**config.mk**
```make
export PLATFORM = sky130hd
export DESIGN_NAME = lslf_accum
export DESIGN_NICKNAME = d
export VERILOG_FILES = /design/src/rtl/core/lslf_pkg.sv /design/src/rtl/core/lslf_accum.sv
export SDC_FILE = /design/constraint.sdc
export NUM_CORES = 2
export LEC_CHECK = 0
export BUFFER_PORTS_ARGS = -buffer_cell sky130_fd_sc_hd__buf_4
export CAP_MARGIN = 20
export CORE_UTILIZATION = 45
export DETAILED_ROUTE_END_ITERATION = 8
export PLACE_DENSITY_LB_ADDON = 0.2
export SKIP_CTS_REPAIR_TIMING = 1
export SYNTH_ARGS = -nofsm -noshare
export SYNTH_HDL_FRONTEND = slang
export SYNTH_SLANG_ARGS = --single-unit
```
**constraint.sdc**
```tcl
create_clock -name clk -period 3.7 [get_ports clk]
set_input_delay 0.925 -clock clk [delete_from_list [all_inputs] [get_ports clk]]
set_output_delay 0.925 -clock clk [all_outputs]
set_load 0.01 [all_outputs]
```
**src/rtl/core/lslf_pkg.sv**
```systemverilog
// ----------------------------------------------------------------------------
// lslf_pkg
// Shared types, constants and the fit program for the least-squares line fit.
// ----------------------------------------------------------------------------
package lslf_pkg;

	localparam int SMP_W       = 16;
	localparam int CNT_W       = 13;
	localparam int MAX_SAMPLES = 4096;
	localparam int FRAC_BITS   = 16;
	localparam int SX_W        = 29;
	localparam int SXX_W       = 44;
	localparam int SXY_W       = 45;
	localparam int W           = 192;  // wide word of the fit engine
	localparam int RA          = 4;    // register file address width
	localparam int IT_W        = 8;    // iteration counter width
	localparam int PC_W        = 6;
	localparam int LD_W        = 3;
	localparam int FLD_W       = 48;
	localparam int SQ_IN_W     = 2 * FLD_W;
	localparam int MRS_W       = 16;

	typedef enum logic [2:0] {
		OP_MUL,
		OP_SUB,
		OP_SHL,
		OP_DIV,
		OP_SQRT,
		OP_DEG,
		OP_OUT,
		OP_END
	} op_t;

	typedef struct packed {
		op_t           op;
		logic [RA-1:0] d;
		logic [RA-1:0] a;
		logic [RA-1:0] b;
		logic [7:0]    imm;
	} instr_t;

	typedef struct packed {
		logic            start;
		instr_t          instr;
		logic            ld_we;
		logic [LD_W-1:0] ld_sel;
		logic            clr_sat;
		logic            zero_fields;
	} dp_cmd_t;

	typedef struct packed {
		logic done;
		logic deg;
		logic sat;
	} dp_sts_t;

	typedef struct packed {
		logic [CNT_W-1:0] count;
		logic             ovf;
	} acc_sts_t;

	// status codes
	localparam logic [2:0] ST_OK  = 3'd0;
	localparam logic [2:0] ST_FEW = 3'd1;
	localparam logic [2:0] ST_DEG = 3'd2;
	localparam logic [2:0] ST_SAT = 3'd3;
	localparam logic [2:0] ST_OVF = 3'd4;

	// register file map; the first eight are loaded from the sums
	localparam logic [RA-1:0] R_N   = 4'd0;
	localparam logic [RA-1:0] R_N2  = 4'd1;
	localparam logic [RA-1:0] R_SX  = 4'd2;
	localparam logic [RA-1:0] R_SY  = 4'd3;
	localparam logic [RA-1:0] R_SXX = 4'd4;
	localparam logic [RA-1:0] R_SYY = 4'd5;
	localparam logic [RA-1:0] R_SXY = 4'd6;
	localparam logic [RA-1:0] R_MRS = 4'd7;
	localparam logic [RA-1:0] R_T0  = 4'd8;
	localparam logic [RA-1:0] R_T1  = 4'd9;
	localparam logic [RA-1:0] R_DX  = 4'd10;
	localparam logic [RA-1:0] R_DXY = 4'd11;
	localparam logic [RA-1:0] R_DY  = 4'd12;
	localparam logic [RA-1:0] R_QS  = 4'd12;  // reuses DY once Q is formed
	localparam logic [RA-1:0] R_Q   = 4'd13;
	localparam logic [RA-1:0] R_D2  = 4'd14;
	localparam logic [RA-1:0] R_NN2 = 4'd15;

	localparam logic [LD_W-1:0] LD_LAST = 3'd7;

	// output field selects
	localparam logic [7:0] F_SLOPE = 8'd0;
	localparam logic [7:0] F_ICPT  = 8'd1;
	localparam logic [7:0] F_SERR  = 8'd2;
	localparam logic [7:0] F_IERR  = 8'd3;
	localparam logic [7:0] F_RSD   = 8'd4;

	localparam logic [7:0] SH_SPREAD = 8'd16;
	localparam logic [7:0] SH_F      = 8'(FRAC_BITS);
	localparam logic [7:0] SH_2F     = 8'(2 * FRAC_BITS);

	function automatic instr_t mk(input op_t op, input logic [RA-1:0] d,
		input logic [RA-1:0] a, input logic [RA-1:0] b, input logic [7:0] imm);
		instr_t r;
		r.op  = op;
		r.d   = d;
		r.a   = a;
		r.b   = b;
		r.imm = imm;
		return r;
	endfunction

	function automatic instr_t prog(input logic [PC_W-1:0] pc);
		instr_t r;
		case (pc)
			6'd0:  r = mk(OP_MUL,  R_T0,  R_N,   R_SXX, 8'd0);
			6'd1:  r = mk(OP_MUL,  R_T1,  R_SX,  R_SX,  8'd0);
			6'd2:  r = mk(OP_SUB,  R_DX,  R_T0,  R_T1,  8'd0);
			6'd3:  r = mk(OP_SHL,  R_T1,  R_DX,  R_DX,  SH_SPREAD);
			6'd4:  r = mk(OP_MUL,  R_T0,  R_MRS, R_T0,  8'd0);
			6'd5:  r = mk(OP_DEG,  R_T0,  R_T1,  R_T0,  8'd0);
			6'd6:  r = mk(OP_MUL,  R_T0,  R_N,   R_SXY, 8'd0);
			6'd7:  r = mk(OP_MUL,  R_T1,  R_SX,  R_SY,  8'd0);
			6'd8:  r = mk(OP_SUB,  R_DXY, R_T0,  R_T1,  8'd0);
			6'd9:  r = mk(OP_MUL,  R_T0,  R_N,   R_SYY, 8'd0);
			6'd10: r = mk(OP_MUL,  R_T1,  R_SY,  R_SY,  8'd0);
			6'd11: r = mk(OP_SUB,  R_DY,  R_T0,  R_T1,  8'd0);
			6'd12: r = mk(OP_MUL,  R_T0,  R_DX,  R_DY,  8'd0);
			6'd13: r = mk(OP_MUL,  R_T1,  R_DXY, R_DXY, 8'd0);
			6'd14: r = mk(OP_SUB,  R_Q,   R_T0,  R_T1,  8'd0);
			6'd15: r = mk(OP_SHL,  R_T0,  R_DXY, R_DXY, SH_F);
			6'd16: r = mk(OP_DIV,  R_T0,  R_T0,  R_DX,  8'd0);
			6'd17: r = mk(OP_OUT,  R_T0,  R_T0,  R_T0,  F_SLOPE);
			6'd18: r = mk(OP_MUL,  R_T0,  R_SXX, R_SY,  8'd0);
			6'd19: r = mk(OP_MUL,  R_T1,  R_SX,  R_SXY, 8'd0);
			6'd20: r = mk(OP_SUB,  R_T0,  R_T0,  R_T1,  8'd0);
			6'd21: r = mk(OP_SHL,  R_T0,  R_T0,  R_T0,  SH_F);
			6'd22: r = mk(OP_DIV,  R_T0,  R_T0,  R_DX,  8'd0);
			6'd23: r = mk(OP_OUT,  R_T0,  R_T0,  R_T0,  F_ICPT);
			6'd24: r = mk(OP_MUL,  R_D2,  R_DX,  R_DX,  8'd0);
			6'd25: r = mk(OP_MUL,  R_NN2, R_N,   R_N2,  8'd0);
			6'd26: r = mk(OP_SHL,  R_QS,  R_Q,   R_Q,   SH_2F);
			6'd27: r = mk(OP_MUL,  R_T0,  R_D2,  R_N2,  8'd0);
			6'd28: r = mk(OP_DIV,  R_T0,  R_QS,  R_T0,  8'd0);
			6'd29: r = mk(OP_SQRT, R_T0,  R_T0,  R_T0,  8'd0);
			6'd30: r = mk(OP_OUT,  R_T0,  R_T0,  R_T0,  F_SERR);
			6'd31: r = mk(OP_MUL,  R_T0,  R_Q,   R_SXX, 8'd0);
			6'd32: r = mk(OP_SHL,  R_T0,  R_T0,  R_T0,  SH_2F);
			6'd33: r = mk(OP_MUL,  R_T1,  R_D2,  R_NN2, 8'd0);
			6'd34: r = mk(OP_DIV,  R_T0,  R_T0,  R_T1,  8'd0);
			6'd35: r = mk(OP_SQRT, R_T0,  R_T0,  R_T0,  8'd0);
			6'd36: r = mk(OP_OUT,  R_T0,  R_T0,  R_T0,  F_IERR);
			6'd37: r = mk(OP_MUL,  R_T1,  R_DX,  R_NN2, 8'd0);
			6'd38: r = mk(OP_DIV,  R_T0,  R_QS,  R_T1,  8'd0);
			6'd39: r = mk(OP_SQRT, R_T0,  R_T0,  R_T0,  8'd0);
			6'd40: r = mk(OP_OUT,  R_T0,  R_T0,  R_T0,  F_RSD);
			default: r = mk(OP_END, R_T0, R_T0, R_T0, 8'd0);
		endcase
		return r;
	endfunction

endpackage

```
**src/rtl/core/lslf_accum.sv**
```systemverilog
// ----------------------------------------------------------------------------
// lslf_accum
// Sample accumulator: registered products, then running sums and count.
// ----------------------------------------------------------------------------
module lslf_accum (
	input  logic                                clk,
	input  logic                                arst_n,
	input  logic                                in_fire,
	input  logic signed [lslf_pkg::SMP_W-1:0]   x_sample,
	input  logic signed [lslf_pkg::SMP_W-1:0]   y_sample,
	input  logic                                clear,
	output lslf_pkg::acc_sts_t                  sts,
	output logic signed [lslf_pkg::SX_W-1:0]    sum_x,
	output logic signed [lslf_pkg::SX_W-1:0]    sum_y,
	output logic [lslf_pkg::SXX_W-1:0]          sum_xx,
	output logic [lslf_pkg::SXX_W-1:0]          sum_yy,
	output logic signed [lslf_pkg::SXY_W-1:0]   sum_xy
);

	localparam int PW = 2 * lslf_pkg::SMP_W;

	logic                            v_s1;
	logic signed [lslf_pkg::SMP_W-1:0] x_s1, y_s1;
	logic signed [PW-1:0]            xx_s1, yy_s1, xy_s1;
	logic [lslf_pkg::CNT_W-1:0]      count_q;
	logic                            ovf_q;

	always_ff @(posedge clk) begin
		x_s1  <= x_sample;
		y_s1  <= y_sample;
		xx_s1 <= x_sample * x_sample;
		yy_s1 <= y_sample * y_sample;
		xy_s1 <= x_sample * y_sample;
	end

	always_ff @(posedge clk or negedge arst_n) begin
		if (!arst_n) begin
			v_s1    <= 1'b0;
			count_q <= '0;
			ovf_q   <= 1'b0;
			sum_x   <= '0;
			sum_y   <= '0;
			sum_xx  <= '0;
			sum_yy  <= '0;
			sum_xy  <= '0;
		end else begin
			v_s1 <= in_fire;
			if (clear) begin
				count_q <= '0;
				ovf_q   <= 1'b0;
				sum_x   <= '0;
				sum_y   <= '0;
				sum_xx  <= '0;
				sum_yy  <= '0;
				sum_xy  <= '0;
			end else if (v_s1) begin
				if (count_q < lslf_pkg::CNT_W'(lslf_pkg::MAX_SAMPLES)) begin
					count_q <= count_q + 1'b1;
					sum_x   <= sum_x + {{(lslf_pkg::SX_W-lslf_pkg::SMP_W){x_s1[lslf_pkg::SMP_W-1]}}, x_s1};
					sum_y   <= sum_y + {{(lslf_pkg::SX_W-lslf_pkg::SMP_W){y_s1[lslf_pkg::SMP_W-1]}}, y_s1};
					sum_xx  <= sum_xx + {{(lslf_pkg::SXX_W-PW){1'b0}}, xx_s1};
					sum_yy  <= sum_yy + {{(lslf_pkg::SXX_W-PW){1'b0}}, yy_s1};
					sum_xy  <= sum_xy + {{(lslf_pkg::SXY_W-PW){xy_s1[PW-1]}}, xy_s1};
				end else begin
					ovf_q <= 1'b1;
				end
			end
		end
	end

	assign sts.count = count_q;
	assign sts.ovf   = ovf_q;

endmodule

```
==> out/qor.txt <==
largest net degree at the start of global routing = 77
max-slew violation count = 0
biggest area consumer among synthesized cells = fa_1
Worst EP arrival = 6.74 ns
fill count = 8839
Crit-path slowest cell = fa_1
Hold Violations, Final = 0
Finished Core Util = 58.5%
DP HPWL = 103000 um
max incr delay on CP = 0.52 ns
final setup TNS = -130.22 ns
CTS Buffer Depth = 3
Setup crit end kind = flop
failing checks = setup timing
CTS root buffer = clkbuf_16
Synth Flop Type = dfrtp_1
Final setup viols = 78
Hold WC Path Type = input port to async pin
WP data required = 4.23 ns
width of the die = 322 um
routed length per placed instance = 17.6 um
CTS Sinks = 330
area delta synth->final = 28.0%
CP delay by family, top = adder cells
flops & latches, synth = 330
dominant cells by area after synthesis = fa_1, ha_1, dfrtp_1, inv_1, dfxtp_1
nets@finish = 7079
post-synth top area share = 31.8%
first-pass GRT wire length = 200000 um
syn_area_per_cell = 9.06 um^2
GP Congestion = 0.899
PortBufs = 240
Clock Pin Slew Worst Setup and Hold Paths = 0.06 ns
Synth top cells by count = inv_1, fa_1, nand2_1
GRT overflow = 0
Period minus WS final = 6.21 ns
top-count cell post-synth = inv_1
Slew HR = 53.0%
crit share post-route = 168%
Clock Latency Late Sink = 0.60 ns
unrepaired setup endpoints after global routing = yes
final wirelength = 128000 um
Post-synth ARST share = 62.4%
Yosys cell types = 83
worst setup margin = -2.51 ns
CP Class = input port to flop
Pre-Repair DR Iteration Count = 5
Warnings, synthesis = 0
vias = 37142
Final ANT Viol Nets = 0
mean number of vias per cell = 5.11
CP max FO = 5
synthesized net count = 6279
CTS tree = yes
cts bufs inserted = 42
drc violations = 0
MaxCap Viol Count = 0
vias in the first global route = 37441
Initial Util = 45.7%
Worst R2R Setup Slack = 0.06 ns
row count = 116
Post-synth EDFFs = 0
diode count = 0
core area = 101000 um^2
post-synthesis sequential area ratio = 16.6%
share of cells above drive strength 1 = 24.7%
H-tree Lvls = 2
CP Buf/Inv Count = 6
actual slew at the worst max-slew pin = 0.705 ns
status = complete, but fails checks
IO Pins = 241
Setup crit start kind = input port
initial DRC count = 1914
die height = 322 um
fmax = 161 MHz
initial antenna violation count = 3
sequence of cells on the critical path = buf_12, buf_12, and2_4, fa_1, inv_1, fa_1, fa_1, inv_1, fa_1, fa_1, inv_1, fa_1, inv_2, ha_4, and4_1, and4_1, a211o_1, and3_4, or2_4, o211ai_1, a41oi_2, o21a_1, nor2_2, xnor2_1
clk_skew = 0.0210 ns
gr usage total = 24.3%
Crit path top cell by count = fa_1
Cell Area, Synth = 46000 um^2
die area = 104000 um^2
gate count after technology mapping = 5080
==> metal layers <==
metal	GRT usage, %	wire [um]	vias up
li1	-	-	17750
met1	34.0	56500	18503
met2	40.3	61900	763
met3	2.75	6800	126
met4	5.83	2820	0
met5	0	0	-
==> state kept, by name (all words and copies together), names as in the netlist <==
name and flops:
xy_s1 32, sum_xx 44, sum_y 29, count_q 13, xx_s1 31, sum_yy 44
v_s1 1, sum_xy 45, x_s1 15, y_s1 15, sum_x 29, ovf_q 1
yy_s1 31
==> cell families (layout without fill, tap and decap cells) <==
group                      after synthesis  count (layout)  share of synthesized area, %
AOI/OAI and AO/OA                      842             842                          11.8
adders and majority gates             1163            1163                          43.5
buffers and inverters                 1125            1959                          9.18
muxes                                    8               8                         0.179
DFF                                    330             330                          16.6
xor gates and xnor gates               275             275                          5.23
and+or+nand+nor                       1337            1337                          13.5
==> cells in the final DEF, fill, tap and decap left out, drive strengths merged, types with 185 or more instances in the layout <==
master	n
ha	431
xnor2	185
nand2	584
a21oi	283
and2	186
inv	957
nor2	263
fa	732
buf	918
dfrtp	206
==> stage by stage <==
stage / instances / instance area (um^2) / hold WS [ns] / setup WS, ns
floorplan: 5080 / 47600 / 0.464 / -2.86
global placement: 7121 / 54700 / 0.482 / -3.17
detailed placement: 7121 / 54700 / 0.487 / -3.24
CTS: 7199 / 56200 / 0.235 / -2.61
global route: 7271 / 59000 / 0.268 / -2.68
finish: 7271 / 59000 / 0.244 / -2.51
==> final cells by class <==
type / count / area [um^2] / share of cell area (%)
clock inverters: 23 / 329 / 0.558
flip-flops and latches: 330 / 7640 / 13.0
well taps: 1357 / 1700 / 2.88
inverters: 955 / 3620 / 6.13
multi-input cells: 3625 / 36500 / 61.9
clock buffers: 55 / 1150 / 1.95
repair buffers: 926 / 8040 / 13.6
==> path summary, 6_finish.rpt <==
path                            cells past startpoint                      to             startpoint
worst max register to register                     12  sum_xy[44]$_DFFE_PN0P_  sum_xy[0]$_DFFE_PN0P_
worst min register to register                      2       ovf_q$_DFFE_PN0P_      ovf_q$_DFFE_PN0P_
worst min-delay path                                1  sum_yy[38]$_DFFE_PN0P_                 arst_n
min in group clk                                    1          v_s1$_DFF_PN0_                in_fire
worst max-delay path                               24       xy_s1[30]$_DFF_P_            y_sample[5]
max in group asynchronous                           2  sum_xx[19]$_DFFE_PN0P_                 arst_n
Power is not shown: default switching activity piles up to over one toggle a cycle in this logic, so the estimate is an artifact.
