**config.mk**
```make
export PLATFORM = sky130hd
export DESIGN_NAME = lslf_ctrl
export DESIGN_NICKNAME = d
export VERILOG_FILES = /design/src/rtl/core/lslf_pkg.sv /design/src/rtl/core/lslf_ctrl.sv
export SDC_FILE = /design/constraint.sdc
export NUM_CORES = 1
export LEC_CHECK = 0
export ABC_AREA = 1
export BUFFER_PORTS_ARGS = -buffer_cell sky130_fd_sc_hd__buf_2
export CAP_MARGIN = 15
export CORE_MARGIN = 1.5
export CORE_UTILIZATION = 36
export CTS_BUF_LIST = sky130_fd_sc_hd__clkbuf_4 sky130_fd_sc_hd__clkbuf_8
export DETAILED_ROUTE_END_ITERATION = 10
export SETUP_SLACK_MARGIN = 0.4
export SYNTH_ARGS = -nofsm -noshare
export SYNTH_HDL_FRONTEND = slang
export SYNTH_SLANG_ARGS = --single-unit
```
**constraint.sdc**
```tcl
create_clock -name clk -period 4.66 [get_ports clk]
set_clock_uncertainty 0.05 [all_clocks]
set_input_delay 0.699 -clock clk [delete_from_list [all_inputs] [get_ports clk]]
set_output_delay 0.699 -clock clk [all_outputs]
set_load 0.01 [all_outputs]
```
**src/rtl/core/lslf_pkg.sv**
```systemverilog
// ----------------------------------------------------------------------------
// lslf_pkg
// Shared types, constants and the fit program for the least-squares line fit.
// ----------------------------------------------------------------------------
package lslf_pkg;

	localparam int SMP_W       = 16;
	localparam int CNT_W       = 13;
	localparam int MAX_SAMPLES = 4096;
	localparam int FRAC_BITS   = 16;
	localparam int SX_W        = 29;
	localparam int SXX_W       = 44;
	localparam int SXY_W       = 45;
	localparam int W           = 192;  // wide word of the fit engine
	localparam int RA          = 4;    // register file address width
	localparam int IT_W        = 8;    // iteration counter width
	localparam int PC_W        = 6;
	localparam int LD_W        = 3;
	localparam int FLD_W       = 48;
	localparam int SQ_IN_W     = 2 * FLD_W;
	localparam int MRS_W       = 16;

	typedef enum logic [2:0] {
		OP_MUL,
		OP_SUB,
		OP_SHL,
		OP_DIV,
		OP_SQRT,
		OP_DEG,
		OP_OUT,
		OP_END
	} op_t;

	typedef struct packed {
		op_t           op;
		logic [RA-1:0] d;
		logic [RA-1:0] a;
		logic [RA-1:0] b;
		logic [7:0]    imm;
	} instr_t;

	typedef struct packed {
		logic            start;
		instr_t          instr;
		logic            ld_we;
		logic [LD_W-1:0] ld_sel;
		logic            clr_sat;
		logic            zero_fields;
	} dp_cmd_t;

	typedef struct packed {
		logic done;
		logic deg;
		logic sat;
	} dp_sts_t;

	typedef struct packed {
		logic [CNT_W-1:0] count;
		logic             ovf;
	} acc_sts_t;

	// status codes
	localparam logic [2:0] ST_OK  = 3'd0;
	localparam logic [2:0] ST_FEW = 3'd1;
	localparam logic [2:0] ST_DEG = 3'd2;
	localparam logic [2:0] ST_SAT = 3'd3;
	localparam logic [2:0] ST_OVF = 3'd4;

	// register file map; the first eight are loaded from the sums
	localparam logic [RA-1:0] R_N   = 4'd0;
	localparam logic [RA-1:0] R_N2  = 4'd1;
	localparam logic [RA-1:0] R_SX  = 4'd2;
	localparam logic [RA-1:0] R_SY  = 4'd3;
	localparam logic [RA-1:0] R_SXX = 4'd4;
	localparam logic [RA-1:0] R_SYY = 4'd5;
	localparam logic [RA-1:0] R_SXY = 4'd6;
	localparam logic [RA-1:0] R_MRS = 4'd7;
	localparam logic [RA-1:0] R_T0  = 4'd8;
	localparam logic [RA-1:0] R_T1  = 4'd9;
	localparam logic [RA-1:0] R_DX  = 4'd10;
	localparam logic [RA-1:0] R_DXY = 4'd11;
	localparam logic [RA-1:0] R_DY  = 4'd12;
	localparam logic [RA-1:0] R_QS  = 4'd12;  // reuses DY once Q is formed
	localparam logic [RA-1:0] R_Q   = 4'd13;
	localparam logic [RA-1:0] R_D2  = 4'd14;
	localparam logic [RA-1:0] R_NN2 = 4'd15;

	localparam logic [LD_W-1:0] LD_LAST = 3'd7;

	// output field selects
	localparam logic [7:0] F_SLOPE = 8'd0;
	localparam logic [7:0] F_ICPT  = 8'd1;
	localparam logic [7:0] F_SERR  = 8'd2;
	localparam logic [7:0] F_IERR  = 8'd3;
	localparam logic [7:0] F_RSD   = 8'd4;

	localparam logic [7:0] SH_SPREAD = 8'd16;
	localparam logic [7:0] SH_F      = 8'(FRAC_BITS);
	localparam logic [7:0] SH_2F     = 8'(2 * FRAC_BITS);

	function automatic instr_t mk(input op_t op, input logic [RA-1:0] d,
		input logic [RA-1:0] a, input logic [RA-1:0] b, input logic [7:0] imm);
		instr_t r;
		r.op  = op;
		r.d   = d;
		r.a   = a;
		r.b   = b;
		r.imm = imm;
		return r;
	endfunction

	function automatic instr_t prog(input logic [PC_W-1:0] pc);
		instr_t r;
		case (pc)
			6'd0:  r = mk(OP_MUL,  R_T0,  R_N,   R_SXX, 8'd0);
			6'd1:  r = mk(OP_MUL,  R_T1,  R_SX,  R_SX,  8'd0);
			6'd2:  r = mk(OP_SUB,  R_DX,  R_T0,  R_T1,  8'd0);
			6'd3:  r = mk(OP_SHL,  R_T1,  R_DX,  R_DX,  SH_SPREAD);
			6'd4:  r = mk(OP_MUL,  R_T0,  R_MRS, R_T0,  8'd0);
			6'd5:  r = mk(OP_DEG,  R_T0,  R_T1,  R_T0,  8'd0);
			6'd6:  r = mk(OP_MUL,  R_T0,  R_N,   R_SXY, 8'd0);
			6'd7:  r = mk(OP_MUL,  R_T1,  R_SX,  R_SY,  8'd0);
			6'd8:  r = mk(OP_SUB,  R_DXY, R_T0,  R_T1,  8'd0);
			6'd9:  r = mk(OP_MUL,  R_T0,  R_N,   R_SYY, 8'd0);
			6'd10: r = mk(OP_MUL,  R_T1,  R_SY,  R_SY,  8'd0);
			6'd11: r = mk(OP_SUB,  R_DY,  R_T0,  R_T1,  8'd0);
			6'd12: r = mk(OP_MUL,  R_T0,  R_DX,  R_DY,  8'd0);
			6'd13: r = mk(OP_MUL,  R_T1,  R_DXY, R_DXY, 8'd0);
			6'd14: r = mk(OP_SUB,  R_Q,   R_T0,  R_T1,  8'd0);
			6'd15: r = mk(OP_SHL,  R_T0,  R_DXY, R_DXY, SH_F);
			6'd16: r = mk(OP_DIV,  R_T0,  R_T0,  R_DX,  8'd0);
			6'd17: r = mk(OP_OUT,  R_T0,  R_T0,  R_T0,  F_SLOPE);
			6'd18: r = mk(OP_MUL,  R_T0,  R_SXX, R_SY,  8'd0);
			6'd19: r = mk(OP_MUL,  R_T1,  R_SX,  R_SXY, 8'd0);
			6'd20: r = mk(OP_SUB,  R_T0,  R_T0,  R_T1,  8'd0);
			6'd21: r = mk(OP_SHL,  R_T0,  R_T0,  R_T0,  SH_F);
			6'd22: r = mk(OP_DIV,  R_T0,  R_T0,  R_DX,  8'd0);
			6'd23: r = mk(OP_OUT,  R_T0,  R_T0,  R_T0,  F_ICPT);
			6'd24: r = mk(OP_MUL,  R_D2,  R_DX,  R_DX,  8'd0);
			6'd25: r = mk(OP_MUL,  R_NN2, R_N,   R_N2,  8'd0);
			6'd26: r = mk(OP_SHL,  R_QS,  R_Q,   R_Q,   SH_2F);
			6'd27: r = mk(OP_MUL,  R_T0,  R_D2,  R_N2,  8'd0);
			6'd28: r = mk(OP_DIV,  R_T0,  R_QS,  R_T0,  8'd0);
			6'd29: r = mk(OP_SQRT, R_T0,  R_T0,  R_T0,  8'd0);
			6'd30: r = mk(OP_OUT,  R_T0,  R_T0,  R_T0,  F_SERR);
			6'd31: r = mk(OP_MUL,  R_T0,  R_Q,   R_SXX, 8'd0);
			6'd32: r = mk(OP_SHL,  R_T0,  R_T0,  R_T0,  SH_2F);
			6'd33: r = mk(OP_MUL,  R_T1,  R_D2,  R_NN2, 8'd0);
			6'd34: r = mk(OP_DIV,  R_T0,  R_T0,  R_T1,  8'd0);
			6'd35: r = mk(OP_SQRT, R_T0,  R_T0,  R_T0,  8'd0);
			6'd36: r = mk(OP_OUT,  R_T0,  R_T0,  R_T0,  F_IERR);
			6'd37: r = mk(OP_MUL,  R_T1,  R_DX,  R_NN2, 8'd0);
			6'd38: r = mk(OP_DIV,  R_T0,  R_QS,  R_T1,  8'd0);
			6'd39: r = mk(OP_SQRT, R_T0,  R_T0,  R_T0,  8'd0);
			6'd40: r = mk(OP_OUT,  R_T0,  R_T0,  R_T0,  F_RSD);
			default: r = mk(OP_END, R_T0, R_T0, R_T0, 8'd0);
		endcase
		return r;
	endfunction

endpackage

```
**src/rtl/core/lslf_ctrl.sv**
```systemverilog
// ----------------------------------------------------------------------------
// lslf_ctrl
// Controller: sample intake, early result checks, sum load and the fit
// program sequencer, plus the result valid/status register.
// ----------------------------------------------------------------------------
module lslf_ctrl (
	input  logic                        clk,
	input  logic                        arst_n,
	input  logic                        in_fire,
	input  logic                        in_last,
	output logic                        in_ready,
	input  lslf_pkg::acc_sts_t          acc,
	output logic                        acc_clear,
	output lslf_pkg::dp_cmd_t           cmd,
	input  lslf_pkg::dp_sts_t           dsts,
	input  logic                        out_ready,
	output logic                        out_valid,
	output logic [2:0]                  status,
	output logic [lslf_pkg::CNT_W-1:0]  point_count
);

	typedef enum logic [5:0] {
		S_ACC   = 6'b000001,
		S_DRAIN = 6'b000010,
		S_CHK   = 6'b000100,
		S_LOAD  = 6'b001000,
		S_ISSUE = 6'b010000,
		S_BUSY  = 6'b100000
	} state_t;

	state_t                      state_q, state_d;
	logic [lslf_pkg::PC_W-1:0]   pc_q, pc_d;
	logic [lslf_pkg::LD_W-1:0]   ld_q, ld_d;
	logic                        emit;
	logic [2:0]                  emit_status;
	logic                        out_free;
	lslf_pkg::instr_t            instr;

	assign instr    = lslf_pkg::prog(pc_q);
	assign out_free = !out_valid || out_ready;
	assign in_ready = (state_q == S_ACC);

	always_comb begin
		state_d         = state_q;
		pc_d            = pc_q;
		ld_d            = ld_q;
		emit            = 1'b0;
		emit_status     = lslf_pkg::ST_OK;
		acc_clear       = 1'b0;
		cmd.start       = 1'b0;
		cmd.instr       = instr;
		cmd.ld_we       = 1'b0;
		cmd.ld_sel      = ld_q;
		cmd.clr_sat     = 1'b0;
		cmd.zero_fields = 1'b0;
		case (state_q)
			S_ACC: begin
				if (in_fire && in_last) begin
					state_d = S_DRAIN;
				end
			end
			S_DRAIN: begin
				// let the product stage land in the sums
				state_d = S_CHK;
			end
			S_CHK: begin
				if (out_free) begin
					if (acc.ovf || (acc.count < lslf_pkg::CNT_W'(3))) begin
						emit            = 1'b1;
						emit_status     = acc.ovf ? lslf_pkg::ST_OVF : lslf_pkg::ST_FEW;
						cmd.zero_fields = 1'b1;
						acc_clear       = 1'b1;
						state_d         = S_ACC;
					end else begin
						ld_d    = '0;
						state_d = S_LOAD;
					end
				end
			end
			S_LOAD: begin
				cmd.ld_we   = 1'b1;
				cmd.clr_sat = 1'b1;
				ld_d        = ld_q + 1'b1;
				if (ld_q == lslf_pkg::LD_LAST) begin
					acc_clear = 1'b1;
					pc_d      = '0;
					state_d   = S_ISSUE;
				end
			end
			S_ISSUE: begin
				if (instr.op == lslf_pkg::OP_END) begin
					emit        = 1'b1;
					emit_status = dsts.sat ? lslf_pkg::ST_SAT : lslf_pkg::ST_OK;
					state_d     = S_ACC;
				end else begin
					cmd.start = 1'b1;
					state_d   = S_BUSY;
				end
			end
			S_BUSY: begin
				if (dsts.done) begin
					if ((instr.op == lslf_pkg::OP_DEG) && dsts.deg) begin
						emit            = 1'b1;
						emit_status     = lslf_pkg::ST_DEG;
						cmd.zero_fields = 1'b1;
						state_d         = S_ACC;
					end else begin
						pc_d    = pc_q + 1'b1;
						state_d = S_ISSUE;
					end
				end
			end
			default: begin
				state_d = S_ACC;
			end
		endcase
	end

	always_ff @(posedge clk or negedge arst_n) begin
		if (!arst_n) begin
			state_q   <= S_ACC;
			pc_q      <= '0;
			ld_q      <= '0;
			out_valid <= 1'b0;
			status    <= lslf_pkg::ST_OK;
		end else begin
			state_q <= state_d;
			pc_q    <= pc_d;
			ld_q    <= ld_d;
			if (emit) begin
				out_valid <= 1'b1;
				status    <= emit_status;
			end else if (out_ready) begin
				out_valid <= 1'b0;
			end
		end
	end

	// capture the sample count before the sums are cleared
	always_ff @(posedge clk) begin
		if ((state_q == S_CHK) && out_free) begin
			point_count <= acc.count;
		end
	end

endmodule

```
==> flow_metrics.py, run 1 <==
metrics = {
    "worst_setup_path": {
        "r2r-start": "pc_q[2]$_DFFE_PN0P_",
        "r2r_slack_ps": 2140,
        "critPathCaptureType": "primary output",
        "crit_family": "simple AND/OR/NAND/NOR gates",
        "required_ps": 3910,
        "r2r-end": "pc_q[2]$_DFFE_PN0P_",
        "critical_path.startpoint": "pc_q[2]$_DFFE_PN0P_",
        "crit_chain": "inv_4 -> ha_1 -> nand2_1 -> nand3_1 -> nand2_1 -> nor2_2 -> nor2_8 -> nand2_2 -> nor2_2 -> nand3_2 -> nand2_1 -> buf_2",
        "critPathMaxFanout": 22,
        "critPathSlowestCell": "dfrtp_1",
        "cpPeakStageDelay_ps": 840,
        "cpMostUsedCell": "nand2_1",
        "startpoint_type": "flip-flop",
        "path_class": "reg -> out",
        "worstRegToRegCells": 13,
        "crit_buf_inv": 2,
        "cp_data_arrival_time_ps": 2620,
    },
    "synthesis": {
        "syn_area_mm2": 0.00250,
        "yosysMostFrequentCell": "nand2_1",
        "synth_cell_types": 42,
        "avgSynthCellArea_um2": 7.72,
        "yosys.area.top_type": "dfrtp_1",
        "synthTopCellsByCount": "nand2_1, nand3_1, nor2_1, inv_1, dfrtp_1",
        "yosysSeqAreaShare": 0.347,
        "synth_top_flop_cell": "dfrtp_1",
        "synth_edf_count": 13,
        "yosys-top-cells-area": "dfrtp_1, edfxtp_1, nand2_1, ha_1, nand3_1",
        "synth_top_area_frac": 0.180,
        "yosys_warnings": 0,
        "ys_ff_latch": 32,
        "syn_inst": 324,
        "async_reset_ff_frac": 0.594,
    },
    "clocking": {
        "h-tree-depth": 2,
        "cts_tree": "yes",
        "cts_max_path_buffers": 2,
        "root_buffer": "clkbuf_8",
        "post_cts_resized": 0,
        "clk_pin_slew_ps": 70,
        "post-cts-setup-buffer-count": 0,
        "clk_latency_ps": 280,
        "cts_buffers": 5,
        "cts_sinks": 32,
        "cts_hold_buf": 0,
    },
    "floorplanning": {
        "ios": 71,
        "rows": 30,
        "dieArea_mm2": 0.00746,
        "die_w_um": 86.4,
        "chipHeight_um": 86.4,
        "core_mm2": 0.00676,
        "initial_core_util": 0.370,
    },
    "timing": {
        "min_period_ps": 3370,
        "finalSetupViolCount": 0,
        "fin_ws_ps": 1290,
        "grt_setup_unrepaired": "false",
        "fmax_mhz": 297,
        "slew_violations": 0,
        "hold_violations": 0,
        "worst_pin_slew_ps": 763,
        "finalCritPeriodShare": 0.724,
        "setup_tns_ps": 0,
        "slew_headroom": 0.491,
    },
    "final_layout": {
        "postLayoutCoreUtil": 0.431,
        "drive_gt1_frac": 0.282,
        "n_antenna_cell": 0,
        "layout.nets": 421,
        "area_growth_pct": 16.5,
        "finish.instance_area_mm2": 0.00291,
    },
    "flow_run": {
        "drv_cap": 0,
    },
    "pwr": {
        "pwr-share-clk": 0.260,
        "power_frac_seq": 0.461,
        "power_frac_comb": 0.279,
        "p_int_mw": 0.519,
        "power_density_mw_per_mm2": 269,
        "p_leak_nw": 1.46,
        "power_switching_mw": 0.264,
        "switching_share": 0.337,
        "vdd_ir_drop_max_mv": 0.205,
    },
    "route": {
        "wire_per_inst_um": 14.0,
        "via_per_inst": 5.28,
        "drt_first_pass_iters": 5,
        "drc": 0,
        "drtAntennaViolNets": 0,
        "num_vias": 2462,
        "drt-total-wl_um": 6510,
        "drtIter0Drc": 273,
    },
    "grt": {
        "grt.busiest_layer": "met2",
        "grt_use_total": 0.177,
        "use_met2": 0.278,
        "grtUsageMet1": 0.248,
        "grt_antenna_before_repair": 0,
        "grt_max_degree": 23,
        "grt_first_pass_wirelength_um": 10600,
        "met3_usage": 0.0410,
        "first_global_vias": 2195,
        "gr-total-overflow": 0,
    },
    "placed_design": {
        "io_buffers": 66,
        "gp_congestion": 0.989,
        "dpl_cell_area_mm2": 0.00282,
        "pre_cts_slack_ps": 1600,
        "dpl.hpwl_um": 5010,
    },
    "worst_hold_path": {
        "hold_class": "in -> async",
    },
    "status": {
        "status": "completed",
    },
}
## state kept, by name, indices dropped and copies added (netlist names)
signal / cells
out_valid: 1
status: 3
pc_q: 6
point_count: 13
state_q: 6
ld_q: 3
## stage by stage
| step | total power, mW | instances | hold slack, ps |
|---|---|---|---|
| after CTS | 0.790 | 465 | 311 |
| final | 0.783 | 466 | 298 |
| after global routing | 0.841 | 466 | 330 |
| after floorplan | 0.513 | 326 | 353 |
| after detailed placement | 0.586 | 457 | 468 |
| after global placement | 0.584 | 457 | 456 |
## power by group through the flow
stage	Clock (mW)	Combinational, mW	Sequential, mW
after floorplan	0	0.138	0.376
after global placement	0	0.219	0.365
after detailed placement	0	0.219	0.367
after CTS	0.208	0.220	0.361
after global routing	0.224	0.250	0.367
final	0.204	0.218	0.361
## worst max-delay path by stage
stage	to	slack (ps)	cells after the start
after global placement	cmd[0]	1680	12
after detailed placement	cmd[0]	1600	12
after CTS	cmd[0]	1290	12
after floorplan	cmd[0]	2010	11
final	cmd[0]	1290	12
after global routing	cmd[0]	1010	12
## layer usage
| layer | share of wire | vias to the layer above |
|---|---|---|
| met5 | 0 | - |
| met4 | 0.012 | 0 |
| met3 | 0.063 | 11 |
| met2 | 0.46 | 90 |
| met1 | 0.47 | 1158 |
| li1 | - | 1203 |
## logic make-up after synthesis
family                     after synthesis  synth area share
xor gates and xnor gates                 3            0.0105
AOI/OAI and AO/OA                       50             0.127
buffers and inverters                   49            0.0990
other                                    2           0.00300
DFF                                     32             0.347
adders and majority gates               14            0.0700
and+or+nand+nor                        174             0.344
## layout make-up
type	instances	area [µm²]
inverter	34	133
clock inverter	3	13.8
clock buffer	5	68.8
multi-input combinational	245	1390
tap	80	100
fill	728	3840
sequential	32	867
timing repair buffer	67	338
## cells in the final DEF, fill, tap and decap left out, types with 6 or more instances in the layout
master,count
a21oi_1,10
buf_2,66
dfrtp_1,18
edfxtp_1,13
ha_1,14
inv_1,26
inv_2,6
nand2_1,82
nand2_2,6
nand3_1,29
nand4_1,7
nor2_1,28
o21ai_0,16
Power figures use the tool's default switching activity.
==> run 2: changes to the inputs <==
==> constraint.sdc (replaced) <==
create_clock -name clk -period 2.9 [get_ports clk]
set_clock_uncertainty 0.05 [all_clocks]
set_input_delay 0.435 -clock clk [delete_from_list [all_inputs] [get_ports clk]]
set_output_delay 0.435 -clock clk [all_outputs]
set_load 0.01 [all_outputs]
==> flow_metrics.py, run 2 (synthesis results as in run 1) <==
metrics = {
    "grt": {
        "use_met2": 0.301,
        "grtUsageMet1": 0.266,
        "gr-total-overflow": 0,
        "grt_first_pass_wirelength_um": 11500,
        "grt_antenna_before_repair": 0,
        "grt_use_total": 0.196,
        "grt_max_degree": 20,
        "first_global_vias": 2363,
        "met3_usage": 0.0410,
        "grt.busiest_layer": "met2",
    },
    "worst_setup_path": {
        "required_ps": 2410,
        "startpoint_type": "flip-flop",
        "critPathSlowestCell": "dfrtp_2",
        "cp_data_arrival_time_ps": 2030,
        "crit_chain": "inv_4 -> buf_4 -> buf_4 -> nand2_1 -> nand3_2 -> nand2_2 -> nor2_4 -> nor2_8 -> nand2_4 -> nor2_4 -> nand3_2 -> nand2_1 -> buf_2",
        "path_class": "reg -> out",
        "critPathCaptureType": "primary output",
        "critPathMaxFanout": 4,
        "cpPeakStageDelay_ps": 450,
    },
    "floorplanning": {
        "ios": 71,
        "dieArea_mm2": 0.00746,
        "core_mm2": 0.00676,
        "rows": 30,
        "die_w_um": 86.4,
        "chipHeight_um": 86.4,
        "initial_core_util": 0.370,
    },
    "flow_run": {
        "drv_cap": 0,
    },
    "clocking": {
        "cts_max_path_buffers": 2,
        "cts_hold_buf": 0,
        "root_buffer": "clkbuf_8",
        "cts_buffers": 5,
        "clk_latency_ps": 290,
        "clk_pin_slew_ps": 70,
        "cts_tree": "yes",
        "cts_sinks": 32,
        "h-tree-depth": 2,
    },
    "timing": {
        "hold_slack_ps": 36.2,
        "fmax_mhz": 397,
        "grt_setup_unrepaired": "true",
        "min_period_ps": 2520,
        "finalSetupViolCount": 0,
        "slew_violations": 0,
        "setup_tns_ps": 0,
        "finalCritPeriodShare": 0.868,
        "hold_violations": 0,
    },
    "route": {
        "wire_per_inst_um": 14.4,
        "drtAntennaViolNets": 0,
        "num_vias": 2583,
        "via_per_inst": 5.17,
        "drc": 0,
        "drt-total-wl_um": 7180,
        "drtIter0Drc": 163,
        "drt_first_pass_iters": 4,
    },
    "final_layout": {
        "drive_gt1_frac": 0.424,
        "regMostFlops": "point_count",
        "n_antenna_cell": 0,
        "n_fill_cell": 649,
        "top_regs": "point_count: 13 flops, pc_q: 6 flops, state_q: 6 flops",
        "final_cell_mix": "nand2_1, buf_2, buf_4",
        "layout.nets": 455,
        "layout_commonest_cell": "nand2_1",
        "stdcell_count": 500,
        "largest_register_ffs": 13,
        "area_growth_pct": 34.4,
    },
    "pwr": {
        "p_leak_nw": 1.63,
        "vdd_ir_drop_max_mv": 0.391,
        "power_density_mw_per_mm2": 377,
        "total_power_mw": 1.27,
    },
    "placed_design": {
        "dp.cells": 465,
        "gp_congestion": 0.919,
        "io_buffers": 66,
        "dpl.hpwl_um": 5120,
    },
    "status": {
        "status": "completed",
    },
    "worst_hold_path": {
        "hold_class": "in -> async",
    },
}
[run 2: layer usage]
layer  share of wire  vias up
met5               0        -
li1                -     1264
met4           0.027        0
met1            0.44     1183
met2            0.46      115
met3           0.069       21
[run 2: final cells by class]
type                    instances  area [µm²]  share of cell area
multi-input cells             245        1560               0.464
clock buffers                   5        68.8              0.0205
well taps                      80         100              0.0298
inverters                      34         138              0.0410
flip-flops and latches         32         872               0.259
clock inverters                 3        13.8             0.00410
repair buffers                101         608               0.181
[run 2: final timing paths]
check                                            from                  endpoint  slack [ps]  cells past startpoint
worst max-delay path              pc_q[0]$_DFFE_PN0P_                    cmd[0]         380                     13
worst min-delay path                           arst_n    state_q[5]$_DFFE_PN0P_          40                      1
worst max register to register    pc_q[0]$_DFFE_PN0P_     status[0]$_DFFE_PN0P_         790                     15
worst min register to register  status[2]$_DFFE_PN0P_     status[2]$_DFFE_PN0P_         470                      2
max in group asynchronous                      arst_n    state_q[0]$_DFFE_PN1P_        2420                      1
min in group clk                               acc[7]  point_count[6]$_DFFE_PP_         280                      1
[run 2: worst max-delay path: cells and delay by family (launching register included)]
family	cells	cell delay [ps]
AND/OR/NAND/NOR	9	800
flip-flops	1	450
buffers and inverters	4	470
[run 2: power by group]
group	internal (mW)	switching (mW)	total (mW)
Combinational	0.135	0.220	0.355
Sequential	0.537	0.0430	0.580
Clock	0.163	0.171	0.333
[run 2: stage by stage]
step                       util  area [µm²]  worst slack [ps]
after floorplan               -        2510               517
after global placement    0.427        2880               322
after detailed placement  0.427        2880               238
after CTS                 0.484        3270               384
after global routing      0.497        3360               286
final                     0.497        3360               383
[run 2: timing repair]
item,CTS,global route
setup buffers,22,5
endpoints found under the setup margin,12,8
resized for setup,38,15
pin swaps,8,12
hold endpoints to repair,0,0
==> run 3: changes to the inputs <==
--- a/config.mk
+++ b/config.mk
@@ -8,6 +8,7 @@
 export ABC_AREA = 1
 export BUFFER_PORTS_ARGS = -buffer_cell sky130_fd_sc_hd__buf_2
 export CAP_MARGIN = 15
+export CORE_ASPECT_RATIO = 0.75
 export CORE_MARGIN = 1.5
 export CORE_UTILIZATION = 36
 export CTS_BUF_LIST = sky130_fd_sc_hd__clkbuf_4 sky130_fd_sc_hd__clkbuf_8
==> flow_metrics.py, run 3 (synthesis results as in run 1) <==
metrics = {
    "final_layout": {
        "largest_register_ffs": 13,
        "regMostFlops": "point_count",
        "layout_commonest_cell": "nand2_1",
        "final_cell_mix": "nand2_1, buf_2, buf_4",
        "layout.nets": 459,
        "top_regs": "point_count: 13 flops, pc_q: 6 flops, state_q: 6 flops",
        "n_antenna_cell": 0,
        "area_growth_pct": 38.1,
        "drive_gt1_frac": 0.439,
    },
    "grt": {
        "first_global_vias": 2271,
        "met3_usage": 0.0501,
        "grt_use_total": 0.194,
        "grt_first_pass_wirelength_um": 11300,
        "grt.busiest_layer": "met1",
        "grtUsageMet1": 0.297,
        "grt_max_degree": 20,
        "gr-total-overflow": 0,
        "grt_antenna_before_repair": 0,
        "use_met2": 0.273,
    },
    "worst_setup_path": {
        "cp_data_arrival_time_ps": 2040,
        "cpMostUsedCell": "nand2_2",
        "cpPeakStageDelay_ps": 480,
        "critPathMaxFanout": 6,
        "startpoint_type": "flip-flop",
        "worstRegToRegCells": 13,
        "crit_chain": "ha_4 -> ha_1 -> nand2_2 -> nand3_1 -> nand2_2 -> nor2_2 -> nor2_8 -> nand2_4 -> nor2_4 -> nand3_2 -> nand2_1 -> buf_2",
        "r2r_slack_ps": 750,
        "r2r-start": "pc_q[1]$_DFFE_PN0P_",
        "r2r-end": "state_q[0]$_DFFE_PN1P_",
        "critPathCaptureType": "primary output",
        "path_class": "reg -> out",
        "critPathSlowestCell": "dfrtp_2",
        "required_ps": 2410,
    },
    "worst_hold_path": {
        "hold_class": "in -> async",
    },
    "timing": {
        "finalSetupViolCount": 0,
        "fmax_mhz": 395,
        "hold_slack_ps": 43.6,
        "hold_violations": 0,
        "slew_violations": 0,
        "finalCritPeriodShare": 0.872,
        "min_period_ps": 2530,
        "grt_setup_unrepaired": "true",
        "setup_tns_ps": 0,
        "fin_ws_ps": 370,
    },
    "clocking": {
        "clk_latency_ps": 280,
        "cts_tree": "yes",
        "h-tree-depth": 2,
        "cts_sinks": 32,
        "clk_pin_slew_ps": 70,
        "cts_max_path_buffers": 2,
        "cts_buffers": 5,
        "root_buffer": "clkbuf_8",
    },
    "placed_design": {
        "io_buffers": 66,
        "gp_congestion": 1.01,
        "pre_cts_slack_ps": 292,
        "dpl.hpwl_um": 5330,
    },
    "floorplanning": {
        "initial_core_util": 0.370,
        "rows": 26,
        "ios": 71,
        "dieArea_mm2": 0.00746,
        "chipHeight_um": 75.2,
        "die_w_um": 99.2,
        "core_mm2": 0.00677,
    },
    "flow_run": {
        "drv_cap": 0,
    },
    "status": {
        "status": "completed",
    },
    "route": {
        "via_per_inst": 5.14,
        "num_vias": 2610,
        "drt_first_pass_iters": 5,
        "drc": 0,
        "drtAntennaViolNets": 0,
        "wire_per_inst_um": 14.7,
        "drtIter0Drc": 196,
        "drt-total-wl_um": 7470,
    },
    "pwr": {
        "pwr-share-clk": 0.312,
        "total_power_mw": 1.37,
        "power_frac_comb": 0.262,
        "power_frac_seq": 0.426,
        "power_switching_mw": 0.432,
        "vdd_ir_drop_max_mv": 0.393,
        "switching_share": 0.316,
        "p_leak_nw": 1.69,
        "power_density_mw_per_mm2": 396,
        "p_int_mw": 0.936,
    },
}
[run 3: cell types whose count changed in the layout (fill, tap and decap cells not counted), sizes merged]
| cell | before | now |
|---|---|---|
| clkinv | 3 | 2 |
| inv | 34 | 33 |
| clkbuf | 5 | 6 |
| buf | 101 | 105 |
| bufinv | 0 | 1 |
[run 3: area by class of cell]
class | instances | area [µm²]
Clock buffer | 6 | 76.3
Clock inverter | 2 | 35.0
Fill cell | 639 | 3310
Inverter | 34 | 148
Multi-Input combinational cell | 245 | 1580
Sequential cell | 32 | 873
Tap cell | 84 | 105
Timing Repair Buffer | 105 | 634
[run 3: worst max path at each step]
stage	startpoint	to	slack [ps]
final	pc_q[1]$_DFFE_PN0P_	cmd[0]	370
after global routing	pc_q[1]$_DFFE_PN0P_	cmd[0]	270
after CTS	pc_q[1]$_DFFE_PN0P_	cmd[0]	340
after detailed placement	pc_q[0]$_DFFE_PN0P_	cmd[0]	290
after global placement	pc_q[1]$_DFFE_PN0P_	cmd[0]	330
after floorplan	pc_q[0]$_DFFE_PN0P_	cmd[0]	520
[run 3: per-stage QoR]
| stage | util | cells | instance area (µm²) |
|---|---|---|---|
| 2_1_floorplan | - | 326 | 2510 |
| 3_5_place_dp | 0.428 | 470 | 2900 |
| 4_1_cts | 0.476 | 493 | 3220 |
| 6_report | 0.511 | 508 | 3450 |
| 5_1_grt | 0.511 | 508 | 3450 |
| 3_3_place_gp | 0.428 | 470 | 2900 |
[run 3: worst max-delay path, delay by kind of cell, from the launching register on]
family	cells	cell delay, ps
and+or+nand+nor	9	770
DFF	1	480
adders and majority gates	2	410
buffers and inverters	1	130
[run 3: metal layers]
layer / part of all wire / wire (µm)
met5: 0 / 0
met4: 0.011 / 83
met3: 0.075 / 557
met2: 0.43 / 3240
met1: 0.48 / 3580
[run 3: what timing repair did]
action                                  CTS  global route
pin swaps                                 4            17
gates resized for setup                  27            35
hold buffers                              0             0
setup buffers                            15            15
endpoints found under the setup margin   10             8
[run 3: power groups by stage]
stage                     sequential, mW  combinational [mW]  clock, mW
after floorplan                    0.604               0.221          0
after global placement             0.588               0.354          0
after detailed placement           0.590               0.359          0
after CTS                          0.582               0.360      0.434
after global routing               0.591               0.414      0.458
final                              0.582               0.358      0.427
